<file path="config.mk">
export PLATFORM = sky130hd
export DESIGN_NAME = dhcp_option_extractor_core
export DESIGN_NICKNAME = d
export VERILOG_FILES = /design/src/design/dhcp_opt_pkg.sv /design/src/design/dhcp_opt_walker.sv /design/src/design/dhcp_opt_result_buf.sv /design/src/design/dhcp_option_extractor_core.sv
export SDC_FILE = /design/constraint.sdc
export NUM_CORES = 1
export LEC_CHECK = 0
export BUFFER_PORTS_ARGS = -buffer_cell sky130_fd_sc_hd__buf_2
export CORE_MARGIN = 5
export CORE_UTILIZATION = 29
export DETAILED_ROUTE_END_ITERATION = 12
export PLACE_DENSITY = 0.56
export SYNTH_ARGS = -nofsm -noshare
export SYNTH_HDL_FRONTEND = slang
export SYNTH_SLANG_ARGS = --single-unit
</file>
<file path="constraint.sdc">
create_clock -name i_clk -period 6.15 [get_ports i_clk]
set_input_delay 0.3075 -clock i_clk [delete_from_list [all_inputs] [get_ports i_clk]]
set_output_delay 0.3075 -clock i_clk [all_outputs]
set_load 0.1 [all_outputs]
</file>
<file path="src/design/dhcp_opt_pkg.sv">
`default_nettype none
package dhcp_opt_pkg;

    // Largest data length whose bytes are all kept in the option value.
    localparam int MAX_VALUE_BYTES = 8;
    localparam int GATHER_W        = 8 * MAX_VALUE_BYTES;
    localparam int VALUE_W         = 64;

    localparam logic [7:0] END_CODE     = 8'hff;
    localparam logic [7:0] RESET_CODE   = 8'd93;
    localparam logic [3:0] RESET_LENGTH = 4'd2;

    localparam int CFG_INDEX_W = 2;
    localparam int CFG_DATA_W  = 8;

    typedef enum logic [CFG_INDEX_W-1:0] {
        CFG_TARGET_CODE   = 2'd0,
        CFG_TARGET_LENGTH = 2'd1
    } t_cfg_index;

    typedef enum logic [1:0] {
        PH_CODE = 2'd0,
        PH_LEN  = 2'd1,
        PH_DATA = 2'd2,
        PH_DONE = 2'd3
    } t_phase;

    typedef enum logic [1:0] {
        ST_FOUND     = 2'd0,
        ST_END       = 2'd1,
        ST_EXHAUSTED = 2'd2
    } t_status;

    typedef struct packed {
        logic [7:0] code;
        logic [3:0] length;
    } t_cfg;

    typedef struct packed {
        logic               found;
        logic [VALUE_W-1:0] value;
        t_status            status;
    } t_result;

endpackage
`default_nettype wire

</file>
<file path="src/design/dhcp_opt_walker.sv">
`default_nettype none
module dhcp_opt_walker
    import dhcp_opt_pkg::*;
(
    input  wire logic       i_clk,
    input  wire logic       i_rst_n,
    input  wire logic       i_step,
    input  wire logic [7:0] i_data_byte,
    input  wire logic       i_last_byte,
    input  wire t_cfg       i_cfg,
    output t_result         o_result,
    output logic            o_result_valid
);

    t_phase              r_phase,        n_phase;
    logic [7:0]          r_bytes_left,   n_bytes_left;
    logic                r_code_matches, n_code_matches;
    logic [GATHER_W-1:0] r_gather,       n_gather;

    logic                emit;
    t_status             emit_status;
    logic [GATHER_W-1:0] emit_value;
    logic                len_match;
    logic [7:0]          dec_left;
    logic [GATHER_W-1:0] shifted;

    assign len_match = r_code_matches && (i_data_byte == {4'b0, i_cfg.length});
    assign dec_left  = r_bytes_left - 8'd1;
    assign shifted   = {r_gather[GATHER_W-9:0], i_data_byte};

    always_comb begin
        n_phase        = r_phase;
        n_bytes_left   = r_bytes_left;
        n_code_matches = r_code_matches;
        n_gather       = r_gather;
        emit           = 1'b0;
        emit_status    = ST_EXHAUSTED;
        emit_value     = '0;

        unique case (r_phase)
            PH_CODE: begin
                if (i_data_byte == END_CODE) begin
                    emit        = 1'b1;
                    emit_status = ST_END;
                end else begin
                    n_code_matches = (i_data_byte == i_cfg.code);
                    n_phase        = PH_LEN;
                    emit           = i_last_byte;
                end
            end
            PH_LEN: begin
                n_code_matches = len_match;
                n_bytes_left   = i_data_byte;
                n_gather       = '0;
                if (len_match && i_data_byte == 8'd0) begin
                    emit        = 1'b1;
                    emit_status = ST_FOUND;
                end else begin
                    n_phase = (i_data_byte == 8'd0) ? PH_CODE : PH_DATA;
                    emit    = i_last_byte;
                end
            end
            PH_DATA: begin
                n_bytes_left = dec_left;
                if (r_code_matches) begin
                    n_gather = shifted;
                    if (dec_left == 8'd0) begin
                        emit        = 1'b1;
                        emit_status = ST_FOUND;
                        emit_value  = shifted;
                    end else begin
                        emit = i_last_byte;
                    end
                end else begin
                    if (dec_left == 8'd0) begin
                        n_phase = PH_CODE;
                    end
                    emit = i_last_byte;
                end
            end
            PH_DONE: begin
                if (i_last_byte) begin
                    n_phase = PH_CODE;
                end
            end
            default: begin
                n_phase = PH_CODE;
            end
        endcase

        // Any report ends the walk; the packet's last byte restarts it.
        if (emit) begin
            n_phase = i_last_byte ? PH_CODE : PH_DONE;
        end
    end

    always_comb begin
        o_result_valid  = i_step && emit;
        o_result.found  = (emit_status == ST_FOUND);
        o_result.value  = VALUE_W'(emit_value);
        o_result.status = emit_status;
    end

    always_ff @(posedge i_clk) begin
        if (!i_rst_n) begin
            r_phase        <= PH_CODE;
            r_bytes_left   <= '0;
            r_code_matches <= 1'b0;
            r_gather       <= '0;
        end else if (i_step) begin
            r_phase        <= n_phase;
            r_bytes_left   <= n_bytes_left;
            r_code_matches <= n_code_matches;
            r_gather       <= n_gather;
        end
    end

endmodule
`default_nettype wire

</file>
<file path="src/design/dhcp_opt_result_buf.sv">
`default_nettype none
module dhcp_opt_result_buf
    import dhcp_opt_pkg::*;
(
    input  wire logic    i_clk,
    input  wire logic    i_rst_n,
    input  wire logic    i_push,
    input  wire t_result i_result,
    output logic         o_can_push,
    output logic         o_valid,
    input  wire logic    i_ready,
    output t_result      o_result
);

    logic    r_head_valid, r_skid_valid;
    t_result r_head, r_skid;
    logic    head_free;

    assign head_free  = !r_head_valid || i_ready;
    assign o_can_push = !r_skid_valid;
    assign o_valid    = r_head_valid;
    assign o_result   = r_head;

    always_ff @(posedge i_clk) begin
        if (!i_rst_n) begin
            r_head_valid <= 1'b0;
            r_skid_valid <= 1'b0;
        end else if (head_free) begin
            // advance: skid moves up first, a new result fills behind it
            r_head_valid <= r_skid_valid || i_push;
            r_skid_valid <= r_skid_valid && i_push;
        end else if (i_push) begin
            r_skid_valid <= 1'b1;
        end
    end

    always_ff @(posedge i_clk) begin
        if (head_free) begin
            if (r_skid_valid) begin
                r_head <= r_skid;
                r_skid <= i_result;
            end else begin
                r_head <= i_result;
            end
        end else if (i_push) begin
            r_skid <= i_result;
        end
    end

endmodule
`default_nettype wire

</file>
<file path="src/design/dhcp_option_extractor_core.sv">
// DHCP option extractor.
// Input channel (i_in_valid / o_in_ready): one byte of the options section per
// transfer, with i_last_byte on the packet's final byte. The bytes are walked
// as code, length, data records; the walk stops at code 0xff.
// Output channel (o_out_valid / i_out_ready): at most one result per packet
// walk: found with the option data assembled big-endian, end marker seen, or
// buffer ran out. After a report the rest of the packet is dropped.
// Configuration channel (i_cfg_valid / o_cfg_ready): index 0 sets the option
// code searched for (reset 93), index 1 the data length it must have (reset 2).
// Write only while no byte is in flight.
// A result is registered in the result buffer before it reaches the output.
// Throughput: one byte per cycle while o_in_ready is high, set by the walker's
// per-byte state update. A two-entry result buffer sits on the output; when
// it is full o_in_ready drops until the receiver takes a result, so a stalled
// receiver holds the input without losing anything.
// Reset: walker restarts at an option code, buffer empties, registers return
// to their defaults.
`default_nettype none
module dhcp_option_extractor_core
    import dhcp_opt_pkg::*;
(
    input  wire logic                   i_clk,
    input  wire logic                   i_rst_n,
    input  wire logic                   i_in_valid,
    output logic                        o_in_ready,
    input  wire logic [7:0]             i_data_byte,
    input  wire logic                   i_last_byte,
    output logic                        o_out_valid,
    input  wire logic                   i_out_ready,
    output logic                        o_found,
    output logic [VALUE_W-1:0]          o_option_value,
    output logic [1:0]                  o_status,
    input  wire logic                   i_cfg_valid,
    output logic                        o_cfg_ready,
    input  wire logic [CFG_INDEX_W-1:0] i_cfg_index,
    input  wire logic [CFG_DATA_W-1:0]  i_cfg_data
);

    t_cfg    r_cfg;
    logic    step;
    logic    step_result_valid;
    t_result step_result;
    t_result out_result;

    assign o_cfg_ready = 1'b1;
    assign step        = i_in_valid && o_in_ready;

    always_ff @(posedge i_clk) begin
        if (!i_rst_n) begin
            r_cfg.code   <= RESET_CODE;
            r_cfg.length <= RESET_LENGTH;
        end else if (i_cfg_valid) begin
            unique case (t_cfg_index'(i_cfg_index))
                CFG_TARGET_CODE:   r_cfg.code   <= i_cfg_data;
                CFG_TARGET_LENGTH: r_cfg.length <= i_cfg_data[3:0];
                default: ;
            endcase
        end
    end

    dhcp_opt_walker u_walker (
        .i_clk          (i_clk),
        .i_rst_n        (i_rst_n),
        .i_step         (step),
        .i_data_byte    (i_data_byte),
        .i_last_byte    (i_last_byte),
        .i_cfg          (r_cfg),
        .o_result       (step_result),
        .o_result_valid (step_result_valid)
    );

    dhcp_opt_result_buf u_result_buf (
        .i_clk      (i_clk),
        .i_rst_n    (i_rst_n),
        .i_push     (step_result_valid),
        .i_result   (step_result),
        .o_can_push (o_in_ready),
        .o_valid    (o_out_valid),
        .i_ready    (i_out_ready),
        .o_result   (out_result)
    );

    assign o_found        = out_result.found;
    assign o_option_value = out_result.value;
    assign o_status       = out_result.status;

`ifndef SYNTHESIS
    a_stall_means_pending: assert property (@(posedge i_clk) disable iff (!i_rst_n)
        !o_in_ready |-> o_out_valid)
        else $error("input stalled with no result pending");

    a_found_status: assert property (@(posedge i_clk) disable iff (!i_rst_n)
        o_out_valid |-> (o_found == (o_status == ST_FOUND)))
        else $error("found flag disagrees with status");

    a_value_zero: assert property (@(posedge i_clk) disable iff (!i_rst_n)
        (o_out_valid && !o_found) |-> (o_option_value == '0))
        else $error("option value nonzero without a match");

    a_valid_after_reset: assert property (@(posedge i_clk)
        !i_rst_n |=> !o_out_valid)
        else $error("result valid right after reset");
`endif

endmodule
`default_nettype wire
</file>
Word level (Yosys, flattened, before mapping)
Cells that the tools add are included.
- eq/ne operators: 15
- muxes and demuxes: 33
- reduce and logical (&&, ||, !) cells: 24
- add/sub/neg operators: 1
- operators by type and width (kind ; number):
    $mux 67 ; 4
    $mux 64 ; 3
    $pmux 56 s2 ; 1
    $mux 56 ; 1
    $mux 2 ; 12
    $logic_not 8->1 ; 2
    $pmux 8 s2 ; 1
    $ne 3x2->1 const B ; 3
    $eq 8x4->1 ; 1
    $eq 8x8->1 ; 1
    $eq 8x8->1 const B ; 1
    $pmux 2 s4 ; 1
    $reduce_and 2->1 ; 4
    $sub 8x1->8 const B ; 1
    $mux 1 ; 7
    $logic_not 2->1 ; 3
    $pmux 2 s3 ; 1
    $reduce_and 3->1 ; 2
    $reduce_and 6->1 ; 1
    $reduce_bool 2->1 ; 3
    $logic_and 1x1->1 ; 5
    $eq 2x1->1 const B ; 2
    $eq 2x2->1 const B ; 2
    $ne 2x1->1 const B ; 2
    other kinds (7) ; 9
- logic and storage cells: 87
- output and inout bits: 70
- input port bits: 24
- register bits after elaboration: 215

Logic depth before layout (Yosys ltp)
- depth in word-level cells: 8
- mapped depth: 9
- mapped depth without buffers: 8

By module
A second synthesis with hierarchy kept.
- cells, all modules: 750
- area, all modules: 9510.4 um^2
- modules (own cells, without submodules) (module ; times used ; seq. area each (um^2) ; area each (um^2) ; cells an instance):
    dhcp_opt_result_buf ; 1 ; 4063.9 ; 5266.3 ; 219
    dhcp_opt_walker ; 1 ; 1341.3 ; 3704.8 ; 475
    dhcp_option_extractor_core ; 1 ; 240.2 ; 539.3 ; 56

Worst setup path after synthesis
Ideal clock, no wire load.
- kind: reg2reg
- start point: register u_result_buf.r_head_valid (netlist: u_result_buf.o_valid)
- end point: register u_result_buf.r_skid[0] in the netlist's numbering (enable)
- library setup time: 0.500 ns
- data arrival time: 6.011 ns
- required time: 5.650 ns
- stages on the path, launching flop included: 3
- path buffers: 0
- setup slack: -0.361 ns
- period minus slack after synthesis: 6.511 ns
- cell sequence: dfxtp_1 > nand2b_1 > o21ai_1
- cells in the longest elaborated chain, start to end: 4
- elaborated cells on any way between the ends: 5
- those cells by class: eq/ne (1); reduce/logical (4)
- ends and longest elaborated chain (what ; RTL line ; RTL):
    start: declaration ; dhcp_opt_result_buf.sv:15 ; logic r_head_valid, r_skid_valid;
    start signal: assignment ; dhcp_opt_result_buf.sv:30 ; r_head_valid <= r_skid_valid || i_push;
    $logic_not 1->1 * ; dhcp_opt_result_buf.sv:19 ; assign head_free = !r_head_valid || i_ready;
    $logic_or 1x1->1 * ; dhcp_opt_result_buf.sv:19 ;
    via u_result_buf.head_free ; dhcp_opt_result_buf.sv:17 ; logic head_free;
    $ne 2x1->1 (no line) or $reduce_bool 2->1 (tied branches) ; - ;
    $reduce_and 2->1 (no line) * ; - ;
    end signal: assignment ; dhcp_opt_result_buf.sv:41 ; r_skid <= i_result;
    end signal: assignment ; dhcp_opt_result_buf.sv:46 ; r_skid <= i_result;
    end: declaration ; dhcp_opt_result_buf.sv:16 ; t_result r_head, r_skid;
Mark *: on every way through the listed nets, which the timed path passes. The rest lies on a longest branch.
A chain may end at the register's enable or synchronous reset.

Worst setup path after layout
- start point: register u_walker.r_phase[0]
- end point: register u_result_buf.r_skid[9] in the netlist's numbering (enable)
- cells in the longest elaborated chain, start to end: 5
- elaborated cells on any way between the ends: 7
- those cells by class: eq/ne (2); mux (1); reduce/logical (4)
- ends and longest elaborated chain (what ; RTL line ; RTL):
    start: declaration ; dhcp_opt_walker.sv:15 ; t_phase r_phase, n_phase;
    start signal: assignment ; dhcp_opt_walker.sv:111 ; r_phase <= n_phase;
    $eq 2x2->1 (tied with other cells) ; dhcp_opt_walker.sv:40 ; unique case (r_phase)
    $pmux 1 s3 * ; dhcp_opt_walker.sv:40 ;
    $logic_and 1x1->1 * ; dhcp_opt_walker.sv:98 ; o_result_valid = i_step && emit;
    $reduce_bool 2->1 (no line) * ; - ;
    $reduce_and 2->1 (no line) * ; - ;
Mark *: on every way between the ends. The rest lies on a longest branch, timed or not.

==> out/qor.tcl <==
set qor(status) {finished, final reports clean}
set qor(path_class) {reg -> reg}
set qor(fin_tns_setup_ns) 0
set qor(p_total_uw) 3810
set qor(clk-insertion-delay-late_ns) 0.51
set qor(sequential_share_of_the_synthesized_area) 0.635
set qor(finalHoldViolCount) 0
set qor(area_growth_from_synthesis_to_layout_pct) 18.1
set qor(startpoint_class) {flop}
set qor(clock-skew-final_ns) 0.0131
set qor(timing.final.max_slew_violations) 0
set qor(setup.worst_path.end_class) {flop}
set qor(cts_hold_buffers) 2
set qor(grt_first_pass_wirelength_mm) 31.5
set qor(rr_endpoint) {u_result_buf.r_skid[9]}
set qor(relative_slew_slack) 0.275
set qor(tritoncts_clock_tree) {built}
set qor(cts_sinks) 215
set qor(critical_path_cell_count) 8
set qor(overflow) 0
set qor(hold_class) {in -> reg}
set qor(firstDrtPassIters) 5
set qor(floorplan.die_area_mm2) 0.0343
set qor(critical-path-max-stage-delay_ns) 0.82
set qor(timing.critical_path.buf_inv) 3
set qor(timing.final.crit_period_ns) 3.84
set qor(syn_area_per_cell_um2) 12.0
set qor(min_to) {r_cfg[7]}
set qor(largest_net_degree_at_the_start_of_global_routing) 79
set qor(drc) 0
set qor(top_achievable_clock_speed_mhz) 260
set qor(postSynthRegisterBits) 215
set qor(hold_path_depth) 3
set qor(boundaryPins) 94
set qor(drv_cap) 0
set qor(hpwlAfterDp_mm) 12.4
set qor(unrepaired_setup_endpoints_after_global_routing) {false}
set qor(timing.reg2reg.worst_path_depth) 8
set qor(grt_antenna_before_repair) 0
set qor(ys.warnings.count) 0
set qor(cts-root-buf) {sky130_fd_sc_hd__clkbuf_16}
set qor(finalWeightedCongestion) 0.778
set qor(final_core_density) 0.345
set qor(postSynth.asyncResetShare) 0
set qor(routed_wirelength_mm) 19.6
set qor(timing.final.setup_violations) 0
set qor(num_antenna_cells) 0
set qor(worst_ep_arrival_time_ns) 3.98
set qor(place.port_buffers) 92
set qor(leakagePower_uw) 0.00403
set qor(worst_hold_slack_ns) 0.0355
set qor(min-delay-start) {i_cfg_data[3]}
set qor(fin_crit_sh) 0.624
set qor(mappedNetlistArea_mm2) 0.00890
set qor(timing.critical_path.slowest_stage_cell) {sky130_fd_sc_hd__o21ai_4}
set qor(cts.clk_slew.worst_paths_ns) 0.06
set qor(cts_setup_buffers) 0
set qor(drive_gt1_frac) 0.260
set qor(ctsHtreeMaxLevel) 1
set qor(number_of_enable_type_register_cells_in_the_synthesized_netlist) 134
set qor(synth_cell_types) 52
set qor(clockBufferDepth) 3
set qor(floorplan.rows) 64
set qor(floorplan.initialDensity) 0.292
set qor(crit_path_max_fanout) 78
set qor(floorplan.core_area_mm2) 0.0304
set qor(peakVddDrop_uv) 197
set qor(max_slew.worst_pin.slew_ns) 1.09
set qor(synth_fp_nets) 774
set qor(synth-main-ff-cell) {sky130_fd_sc_hd__edfxtp_1}
set qor(numCtsBuffers) 23
set qor(die_w_um) 185
set qor(grt_pass1_vias) 5613
set qor(post_synth_inst_count) 743
set qor(timing.rr.start) {u_walker.r_phase[0]}
set qor(post_drt_via_cell_ratio) 4.62
set qor(crit_family) {compound AO/OA/AOI/OAI gates}
set qor(ctsResizeCount) 0
set qor(path_cells) {inv_1, ha_2, buf_4, a211oi_1, o31ai_4, nand2_1, o21ai_4, buf_4}
set qor(die_height_um) 185
set qor(gr_usage_total) 0.112
set qor(post_drt_wl_per_cell_um) 15.9
set qor(drt_iter0_markers) 382
set qor(power-per-cell-area_mw_per_mm2) 363
set qor(critPathRequiredTime_ns) 6.29
set qor(postRouteAntennaNets) 0
set qor(num-nets-final) 849
set qor(path_common_cell) {sky130_fd_sc_hd__buf_4}
set qor(rrSetupSlack_ns) 2.31
set qor(routed-via-count) 5693
logic make-up (layout without fill, tap and decap cells):
family / after synthesis / after routing / share of synthesized area
and+or+nand+nor: 264 / 264 / 0.153
adders and majority gates: 7 / 7 / 0.00984
muxes: 75 / 75 / 0.0938
AOI/OAI and AO/OA: 103 / 103 / 0.0675
DFF: 215 / 215 / 0.635
buffers and inverters: 64 / 156 / 0.0274
xor gates and xnor gates: 14 / 14 / 0.0138
other: 1 / 1 / 0.000421
how the worst max path moves through the flow:
stage,start,endpoint,slack [ns]
floorplan,u_result_buf.o_valid,u_result_buf.r_skid[0],0.46
global placement,u_walker.r_phase[0],u_result_buf.r_skid[9],2.28
detailed placement,u_walker.r_phase[0],u_result_buf.r_skid[9],2.24
CTS,u_walker.r_phase[0],u_result_buf.r_skid[9],2.19
global route,u_walker.r_phase[0],u_result_buf.r_skid[17],1.99
finish,u_walker.r_phase[0],u_result_buf.r_skid[9],2.31
Yosys cell counts (8+ instances only):
cell type,number,area share
sky130_fd_sc_hd__dfxtp_1,81,0.18
sky130_fd_sc_hd__nor2_1,14,0.0059
sky130_fd_sc_hd__mux2i_1,8,0.0090
sky130_fd_sc_hd__nand2_1,87,0.037
sky130_fd_sc_hd__inv_1,12,0.0051
sky130_fd_sc_hd__nand3_1,64,0.036
sky130_fd_sc_hd__clkbuf_1,46,0.019
sky130_fd_sc_hd__a21oi_1,68,0.038
sky130_fd_sc_hd__o21ai_0,11,0.0062
sky130_fd_sc_hd__edfxtp_1,134,0.45
sky130_fd_sc_hd__xor2_1,10,0.0098
sky130_fd_sc_hd__mux2_2,67,0.085
sky130_fd_sc_hd__and2_1,66,0.046
cells in the final DEF, fill, tap and decap left out, drive strengths merged, types with 8 or more instances in the layout:
| master | count |
|---|---|
| edfxtp | 134 |
| buf | 99 |
| clkbuf | 32 |
| nor2 | 14 |
| o21ai | 13 |
| nand2 | 87 |
| nand3 | 64 |
| inv | 15 |
| mux2 | 67 |
| and2 | 67 |
| a21oi | 68 |
| mux2i | 8 |
| dfxtp | 81 |
| xor2 | 10 |
state kept, by name, summed over array words and instances (netlist names), 2 cells and up:
name / count
u_result_buf.o_result: 67
u_result_buf.r_skid: 67
u_walker.r_bytes_left: 8
r_cfg: 12
u_walker.r_phase: 2
u_walker.r_gather: 56
power by group:
part | total, µW | switching, µW | internal [µW] | leakage [µW]
Combinational | 803 | 639 | 164 | 0.00164
Clock | 1350 | 562 | 787 | 0.000366
Sequential | 1660 | 43.2 | 1610 | 0.00202
worst min-delay path: stages:
cell and delay [ns]:
sky130_fd_sc_hd__buf_2 0.09, sky130_fd_sc_hd__nand2_1 0.05, sky130_fd_sc_hd__nand3_1 0.06
cell type report:
type                            instances  area, µm²
Sequential cell                       215       5650
Tap cell                              396        495
Timing Repair Buffer                  101        533
Clock inverter                         10       95.1
Inverter                               13       48.8
Multi-Input combinational cell        464       3040
Fill cell                            3054      19900
Clock buffer                           32        649
per-layer routing:
layer | up-vias | global-route usage | wire (µm)
li1 | 2802 | - | -
met1 | 2737 | 0.166 | 9310
met2 | 134 | 0.175 | 8900
met3 | 20 | 0.0198 | 1100
met4 | 0 | 0.0208 | 244
met5 | - | 0 | 0
metrics by stage:
step	setup WS (ns)	cell area (µm²)	std cells
6_report	2.31	10500	1231
5_1_grt	1.99	10500	1231
3_3_place_gp	2.28	9740	1187
4_1_cts	2.19	10500	1231
3_5_place_dp	2.24	9740	1187
2_1_floorplan	0.458	8900	743
Power figures use the tool's default switching activity.
